File: src/rtl/periodic_task_timer_table_assert.svh
// Assertion macros for the periodic task timer table.
// No dependencies; included by modules that carry assertions.
`ifndef PERIODIC_TASK_TIMER_TABLE_ASSERT_SVH
`define PERIODIC_TASK_TIMER_TABLE_ASSERT_SVH

// Clocked implication, disabled during reset.
`define PTT_ASSERT_IMPL(lbl, ante, cons) \
  lbl: assert property (@(posedge clk) disable iff (!rst_n) (ante) |-> (cons)) \
    else $error("assertion failed");

// Clocked next-cycle implication, disabled during reset.
`define PTT_ASSERT_NEXT(lbl, ante, cons) \
  lbl: assert property (@(posedge clk) disable iff (!rst_n) (ante) |=> (cons)) \
    else $error("assertion failed");

`endif

File: src/rtl/ptt_pkg.sv
// Shared types and codes for the periodic task timer table.
// No dependencies.
`timescale 1ns / 1ps
package ptt_pkg;
  localparam logic [2:0] FUNC_TICK   = 3'd0;
  localparam logic [2:0] FUNC_ADD    = 3'd1;
  localparam logic [2:0] FUNC_REMOVE = 3'd2;
  localparam logic [2:0] FUNC_SETACT = 3'd3;
  localparam logic [2:0] FUNC_SETRT  = 3'd4;
  localparam logic [2:0] FUNC_QUERY  = 3'd5;

  localparam logic [1:0] KIND_FIRE = 2'd0;
  localparam logic [1:0] KIND_TICK = 2'd1;
  localparam logic [1:0] KIND_OP   = 2'd2;

  localparam logic CFG_INIT = 1'b0;
  localparam logic CFG_RUN  = 1'b1;

  // One table entry as held in memory.
  typedef struct packed {
    logic [15:0] hnd;
    logic [31:0] rate;
    logic [31:0] accum;
    logic        active;
    logic [31:0] tag;
  } entry_t;

  // One result beat.
  typedef struct packed {
    logic [1:0]  kind;
    logic        ok;
    logic [15:0] task_handle;
    logic [31:0] accumulated;
    logic [31:0] task_rate;
    logic        task_active;
    logic [31:0] tag_out;
    logic        last;
  } result_t;
endpackage

File: src/rtl/ptt_out_reg.sv
// Output register stage for result beats.
// Depends on ptt_pkg.
`timescale 1ns / 1ps
module ptt_out_reg
  import ptt_pkg::*;
(
  input  logic    clk,
  input  logic    rst_n,
  input  logic    push,
  input  result_t push_data,
  output logic    full,
  output logic    out_tvalid,
  input  logic    out_tready,
  output result_t out_data
);
  logic    valid_r;
  result_t data_r;

  assign full       = valid_r && !out_tready;
  assign out_tvalid = valid_r;
  assign out_data   = data_r;

  always_ff @(posedge clk) begin
    if (!rst_n) begin
      valid_r <= 1'b0;
    end else if (push) begin
      valid_r <= 1'b1;
    end else if (out_tready) begin
      valid_r <= 1'b0;
    end
    if (push) begin
      data_r <= push_data;
    end
  end
endmodule

File: src/rtl/periodic_task_timer_table.sv
// Periodic task timer table. Operations come in one beat at a time, the code in
// in_tuser, and no new beat is taken until every result of the current one has
// gone into the output register. Add, unknown codes and refused or idle ticks go
// straight to the done state. A lookup (remove, set_active, set_rate, query) reads
// and then evaluates each entry visited in the entry memory. A remove then moves
// each later entry down. A running tick visits every entry. Output back-pressure
// stalls the table; a result appears on the output the cycle after it is produced.
// Depends on ptt_pkg.
`timescale 1ns / 1ps
module periodic_task_timer_table
  import ptt_pkg::*;
#(
  parameter int MAX_TASKS = 16
) (
  input  logic         clk,
  input  logic         rst_n,
  input  logic         in_tvalid,
  output logic         in_tready,
  // elapsed[15:0], handle[31:16], rate[63:32], user_tag[95:64], active_flag[96],
  // zero pad to 104
  input  logic [103:0] in_tdata,
  // func[2:0]
  input  logic [2:0]   in_tuser,
  input  logic         cfg_valid,
  output logic         cfg_ready,
  input  logic         cfg_index,
  input  logic         cfg_data,
  output logic         out_tvalid,
  input  logic         out_tready,
  // ok[0], task_handle[16:1], accumulated[48:17], task_rate[80:49],
  // task_active[81], tag_out[113:82], zero pad to 120
  output logic [119:0] out_tdata,
  // kind[1:0]
  output logic [1:0]   out_tuser,
  output logic         out_tlast
);
`include "periodic_task_timer_table_assert.svh"

  localparam int IW = (MAX_TASKS > 1) ? $clog2(MAX_TASKS) : 1;
  localparam int CW = $clog2(MAX_TASKS + 1);

  typedef enum logic [2:0] {
    S_IDLE, S_READ, S_EVAL, S_SHIFT, S_MOVE, S_DONE
  } state_t;

  entry_t mem [MAX_TASKS];
  entry_t rd_r;

  state_t       state_r;
  logic [CW-1:0] count_r;
  logic [CW-1:0] idx_r;
  logic [15:0]  nfh_r;
  logic         init_r, run_r;
  logic         found_r;
  logic [2:0]   func_r;
  logic [15:0]  elapsed_r, hnd_r;
  logic [31:0]  rate_r;
  logic         flag_r;

  logic    push, full;
  result_t push_d, out_d;

  logic        we;
  logic [IW-1:0] waddr, raddr;
  entry_t      wdata;

  assign cfg_ready = 1'b1;
  assign in_tready = (state_r == S_IDLE);

  // saturating accumulate on the entry just read
  logic [32:0] sum;
  logic [31:0] acc_sat;
  assign sum     = {1'b0, rd_r.accum} + {17'd0, elapsed_r};
  assign acc_sat = sum[32] ? 32'hFFFF_FFFF : sum[31:0];

  logic hit;
  assign hit = (rd_r.hnd == hnd_r);

  assign raddr = (state_r == S_SHIFT) ? IW'(idx_r + 1'b1) : idx_r[IW-1:0];

  always_ff @(posedge clk) begin
    if (we) mem[waddr] <= wdata;
    rd_r <= mem[raddr];
  end

  always_comb begin
    push   = 1'b0;
    push_d = '0;
    we     = 1'b0;
    waddr  = idx_r[IW-1:0];
    wdata  = rd_r;
    if (state_r == S_EVAL && !full) begin
      if (func_r == FUNC_TICK) begin
        if (rd_r.active) begin
          we          = 1'b1;
          wdata.accum = acc_sat;
          if (acc_sat >= rd_r.rate) begin
            push               = 1'b1;
            push_d.kind        = KIND_FIRE;
            push_d.ok          = 1'b1;
            push_d.task_handle = rd_r.hnd;
            push_d.accumulated = acc_sat;
            push_d.tag_out     = rd_r.tag;
            wdata.accum        = acc_sat - rd_r.rate;
          end
        end
      end else if (hit) begin
        case (func_r)
          FUNC_SETACT: begin we = 1'b1; wdata.active = flag_r; end
          FUNC_SETRT:  begin we = 1'b1; wdata.rate = rate_r; end
          default: ;
        endcase
      end
    end
    // entry idx+1 was read in S_SHIFT; store it at idx
    if (state_r == S_MOVE) begin
      we    = 1'b1;
      wdata = rd_r;
    end
    if (state_r == S_IDLE && in_tvalid && in_tuser == FUNC_ADD
        && count_r < CW'(MAX_TASKS)) begin
      we           = 1'b1;
      waddr        = count_r[IW-1:0];
      wdata.hnd    = nfh_r;
      wdata.rate   = in_tdata[63:32];
      wdata.accum  = '0;
      wdata.active = 1'b0;
      wdata.tag    = in_tdata[95:64];
    end
    if (state_r == S_DONE && !full) begin
      push               = 1'b1;
      push_d.last        = 1'b1;
      push_d.task_handle = hnd_r;
      push_d.ok          = found_r;
      case (func_r)
        FUNC_TICK: begin push_d.kind = KIND_TICK; push_d.task_handle = '0; end
        FUNC_QUERY: begin
          push_d.kind = KIND_OP;
          if (found_r) begin
            push_d.accumulated = rd_r.accum;
            push_d.task_rate   = rd_r.rate;
            push_d.task_active = rd_r.active;
            push_d.tag_out     = rd_r.tag;
          end
        end
        default: push_d.kind = KIND_OP;
      endcase
    end
  end

  always_ff @(posedge clk) begin
    if (!rst_n) begin
      state_r <= S_IDLE;
      count_r <= '0;
      nfh_r   <= 16'd1;
      init_r  <= 1'b0;
      run_r   <= 1'b0;
      idx_r   <= '0;
      found_r <= 1'b0;
      func_r  <= FUNC_TICK;
    end else begin
      if (cfg_valid) begin
        if (cfg_index == CFG_INIT) init_r <= cfg_data;
        else run_r <= cfg_data;
      end
      case (state_r)
        S_IDLE: if (in_tvalid) begin
          func_r    <= in_tuser;
          elapsed_r <= in_tdata[15:0];
          hnd_r     <= in_tdata[31:16];
          rate_r    <= in_tdata[63:32];
          flag_r    <= in_tdata[96];
          idx_r     <= '0;
          found_r   <= 1'b0;
          case (in_tuser)
            FUNC_TICK: begin
              found_r <= init_r;
              state_r <= (init_r && run_r && count_r != '0) ? S_READ : S_DONE;
            end
            FUNC_ADD: begin
              if (count_r < CW'(MAX_TASKS)) begin
                found_r <= 1'b1;
                count_r <= count_r + 1'b1;
                nfh_r   <= nfh_r + 16'd1;
              end
              hnd_r   <= (count_r < CW'(MAX_TASKS)) ? nfh_r : 16'd0;
              state_r <= S_DONE;
            end
            FUNC_REMOVE, FUNC_SETACT, FUNC_SETRT, FUNC_QUERY:
              state_r <= (count_r != '0) ? S_READ : S_DONE;
            default: state_r <= S_DONE;
          endcase
        end
        S_READ: state_r <= S_EVAL;
        S_EVAL: if (!full) begin
          if (func_r == FUNC_TICK) begin
            if (idx_r + 1'b1 < count_r) begin
              idx_r   <= idx_r + 1'b1;
              state_r <= S_READ;
            end else begin
              state_r <= S_DONE;
            end
          end else if (hit) begin
            found_r <= 1'b1;
            if (func_r == FUNC_REMOVE) begin
              if (idx_r + 1'b1 < count_r) begin
                state_r <= S_SHIFT;
              end else begin
                count_r <= count_r - 1'b1;
                state_r <= S_DONE;
              end
            end else begin
              state_r <= S_DONE;
            end
          end else if (idx_r + 1'b1 < count_r) begin
            idx_r   <= idx_r + 1'b1;
            state_r <= S_READ;
          end else begin
            state_r <= S_DONE;
          end
        end
        S_SHIFT: state_r <= S_MOVE;
        S_MOVE: begin
          idx_r <= idx_r + 1'b1;
          if (idx_r + CW'(2) < count_r) begin
            state_r <= S_SHIFT;
          end else begin
            count_r <= count_r - 1'b1;
            state_r <= S_DONE;
          end
        end
        S_DONE: if (!full) state_r <= S_IDLE;
        default: state_r <= S_IDLE;
      endcase
    end
  end

  ptt_out_reg u_out (
    .clk       (clk),
    .rst_n     (rst_n),
    .push      (push),
    .push_data (push_d),
    .full      (full),
    .out_tvalid(out_tvalid),
    .out_tready(out_tready),
    .out_data  (out_d)
  );

  assign out_tdata = {6'd0, out_d.tag_out, out_d.task_active, out_d.task_rate,
                      out_d.accumulated, out_d.task_handle, out_d.ok};
  assign out_tuser = out_d.kind;
  assign out_tlast = out_d.last;

  `PTT_ASSERT_IMPL(a_busy_no_ready, state_r != S_IDLE, !in_tready)
  `PTT_ASSERT_IMPL(a_count_range, 1'b1, count_r <= CW'(MAX_TASKS))
  `PTT_ASSERT_NEXT(a_done_last, state_r == S_DONE && !full, out_tvalid && out_tlast)
endmodule
File: config.mk
export PLATFORM = sky130hd
export DESIGN_NAME = periodic_task_timer_table
export DESIGN_NICKNAME = d
export VERILOG_FILES = /design/src/rtl/ptt_pkg.sv /design/src/rtl/ptt_out_reg.sv /design/src/rtl/periodic_task_timer_table.sv
export VERILOG_INCLUDE_DIRS = /design/src /design/src/rtl
export SDC_FILE = /design/constraint.sdc
export NUM_CORES = 2
export LEC_CHECK = 0
export BUFFER_PORTS_ARGS = -buffer_cell sky130_fd_sc_hd__buf_4
export CAP_MARGIN = 5
export CORE_ASPECT_RATIO = 1.25
export CORE_MARGIN = 5
export CORE_UTILIZATION = 62
export DETAILED_ROUTE_END_ITERATION = 10
export GPL_TIMING_DRIVEN = 1
export PLACE_DENSITY = 0.79
export SETUP_SLACK_MARGIN = 0.02
export SLEW_MARGIN = 20
export SYNTH_ARGS = -nofsm -noshare
export SYNTH_HDL_FRONTEND = slang
export SYNTH_SLANG_ARGS = --single-unit
File: constraint.sdc
create_clock -name clk -period 9.2 [get_ports clk]
set_clock_uncertainty 0.05 [all_clocks]
set_input_delay 0.92 -clock clk [delete_from_list [all_inputs] [get_ports clk]]
set_output_delay 0.92 -clock clk [all_outputs]
set_load 0.05 [all_outputs]
==> impl_metrics.toml <==
[status]
status = "finished, final reports clean"

[floorplan]
die_w_um = 340
io_pins = 240
chipHeight_um = 423
core_mm2 = 0.135
start_util_pct = 62.4
rows = 151
die-area_mm2 = 0.144

[synthesis]
yosys-top-cells-area = "edfxtp_1 71%, mux4_2 15%, dfxtp_1 3.5%, nand2_1 1.4%, ha_1 0.93%"
yosys.area.top_type_share_pct = 70.7
yosysUniqueCellTypes = 83
dominantRegCellSynth = "edfxtp_1"
synth_area_mm2 = 0.0846
synth.avg_cell_area_um2 = 19.9
syn_inst = 4259
synth-seq-area-share_pct = 74.2
ys_async_sr_fraction_pct = 0
ys_seq_elements = 2139
synth-edff-count = 1990
yosys.area.top_type = "edfxtp_1"
ys_warn_count = 0

[pwr]
max-vdd-ir-drop_mv = 0.226
power.leakage_nw = 32.0
power_density_mw_per_mm2 = 294

[worst_setup_path]
reg2reg_to = "u_out.out_data[3]"
path_class = "reg2reg"
r2r_slack_ns = 1.76
critPathCaptureType = "register"
cp.buffers_inverters = 2
crit_fanout = 47
cp-start-kind = "register"
arrival_ns = 8.08
critical_path.max_stage_delay_ns = 0.74
reg2reg_depth = 18
r2r-start = "elapsed_r[0]"
cp.required_ns = 9.83
path_cells = "ha_1 -> fa_1 -> a211oi_1 -> o21ai_1 -> a21oi_1 -> o21bai_2 -> buf_4 -> nand4_2 -> o21ai_0 -> ha_1 -> nand4_1 -> or4_1 -> a2111oi_2 -> a211o_2 -> inv_4 -> nor2_8 -> or2_4 -> and2_1"
crit_family = "simple AND/OR/NAND/NOR gates"
crit_top_cell = "ha_1"
cp_slowest_cell = "a211o_2"

[global_route]
grt_usage_pct = 28.6
overflow = 0
grt_pass1_vias = 44500
antenna_found_initial = 9
grt_first_pass_wirelength_mm = 299
grt_start_max_net_pins = 143

[place]
place_area_mm2 = 0.0883
portBuffers = 225
pre_cts_ws_ns = 1.88
dp.final_hpwl_mm = 105
placed_cells = 6091
routabilityCongestion = 0.888

[timing]
setup-violations-final = 0
slew_viol_final = 0
post-route-period-util_pct = 80.9
slew_headroom_pct = 23.5
setup-tns-final_ns = 0
worst_slack_ns = 1.76
max_freq_ghz = 0.134
rsz0062_at_grt = "no"
fin_crit_ns = 7.44
final-hold-violation-count = 0
worstMarginPinSlew_ns = 1.15

[worst_hold_path]
hold_start = "in_tdata[34]"
holdCritPathClass = "in2reg"
whs_endpoint = "rate_r[2]"
whs_path_depth = 1

[finish]
stdcell_count = 6457
drive_above_1_share_pct = 26.0
design_area_mm2 = 0.0946
layout_commonest_cell = "edfxtp_1"
layout.nets = 4706
fill_cells = 7921
area_growth_pct = 11.9
final_util_pct = 69.8
final_cell_mix = "1,990 x edfxtp_1, 565 x mux4_2, 323 x nand2_1"

[cts]
h-tree-depth = 4
postCtsHoldBufs = 0
cts_made_buffers = 190
cts.path.max_buffers = 3
cts.sinks = 2139
cts.clk_slew.worst_paths_ns = 0.06
cts_tree = "yes"
clkLatencyLatePin_ns = 0.83
cts_setup_buffers = 0
cts_resized = 0
ctsRootBufferMaster = "clkbuf_16"

[detailed_routing]
totalWireLength_mm = 204
drt-pass1-iter-count = 8
post-route-drc-count = 0
drtIter0Drc = 5992
via_per_inst = 6.69
post_drt_wl_per_cell_um = 31.6
via_count = 43200
ant_nets = 0

[job]
maxCapViolCount = 0
## routing by layer
metal  track usage (%)  share of wire, %
met5                 0            0.0064
met1              38.9                36
met4              10.8               3.9
met3              4.83               9.4
met2              47.5                51
## how the worst max path moves through the flow
stage	startpoint	end	slack [ns]	depth (start not counted)
floorplan	state_r[0]	mem[11][0]	1.53	8
global placement	elapsed_r[0]	u_out.out_data[1]	2.08	18
detailed placement	elapsed_r[0]	mem[2][57]	1.88	21
CTS	elapsed_r[0]	mem[7][57]	1.86	21
global route	elapsed_r[0]	u_out.out_data[3]	1.36	18
finish	elapsed_r[0]	u_out.out_data[3]	1.76	18
## per-stage QoR
step	hold slack [ns]	total power (W)
floorplan	0.394	0.0180
global placement	0.414	0.0197
detailed placement	0.436	0.0199
CTS	0.165	0.0278
global route	0.187	0.0290
finish	0.226	0.0279
## layout make-up
cell class	count	area [µm²]	area share (%)
multi-input combinational	1826	20700	21.9
clock buffer	264	5320	5.62
antenna	6	15.0	0.0159
tap	1759	2200	2.33
timing repair buffer	298	2450	2.59
sequential	2139	62700	66.3
inverter	71	269	0.284
clock inverter	94	928	0.981
## cell usage after synthesis, types with 5 or more instances
cell type,instances
a211o_1,5
and2_1,83
ha_1,63
inv_1,69
o21a_1,11
or3_1,7
a22o_1,34
a21o_1,25
mux4_2,565
dfxtp_1,149
nand3_1,33
mux2i_1,41
o21ai_1,35
a211oi_1,8
nor2_1,92
o21ai_0,110
a221oi_1,7
o211ai_1,9
buf_2,99
buf_6,10
nand2_1,324
clkbuf_1,95
o21bai_1,6
xor2_1,31
a21boi_0,7
nand2b_1,10
xnor2_1,66
nor3_1,16
a21oi_1,100
a31oi_1,12
nor2b_1,7
nand4_1,27
and3_1,14
edfxtp_1,1990
buf_4,21
## sequential cells by signal, summed over array words and instances (netlist names)
signal,cells
mem,1808
u_out.out_data,117
rd_r,113
rate_r,32
elapsed_r,16
hnd_r,16
nfh_r,16
count_r,5
idx_r,5
func_r,3
state_r,3
flag_r,1
found_r,1
init_r,1
run_r,1
u_out.out_tvalid,1
## cell families after synthesis
kind of cell | count (synthesis) | share of synthesized area, %
flip-flops | 2139 | 74.2
AND/OR/NAND/NOR | 642 | 3.56
multiplexers | 606 | 15.5
AO/OA/AOI/OAI | 408 | 3.04
buffers and inverters | 299 | 1.66
XOR/XNOR | 97 | 1.00
adder cells (fa/ha/maj) | 66 | 1.00
other | 2 | 0.00888
## power breakdown
group	switching (W)	leakage, nW	total, W	internal, W
logic	0.00437	9.75	0.00691	0.00254
clock network	0.00352	3.07	0.00791	0.00439
registers	0.000521	19.2	0.0130	0.0125
No activity file was read; power rests on OpenSTA's default activity.
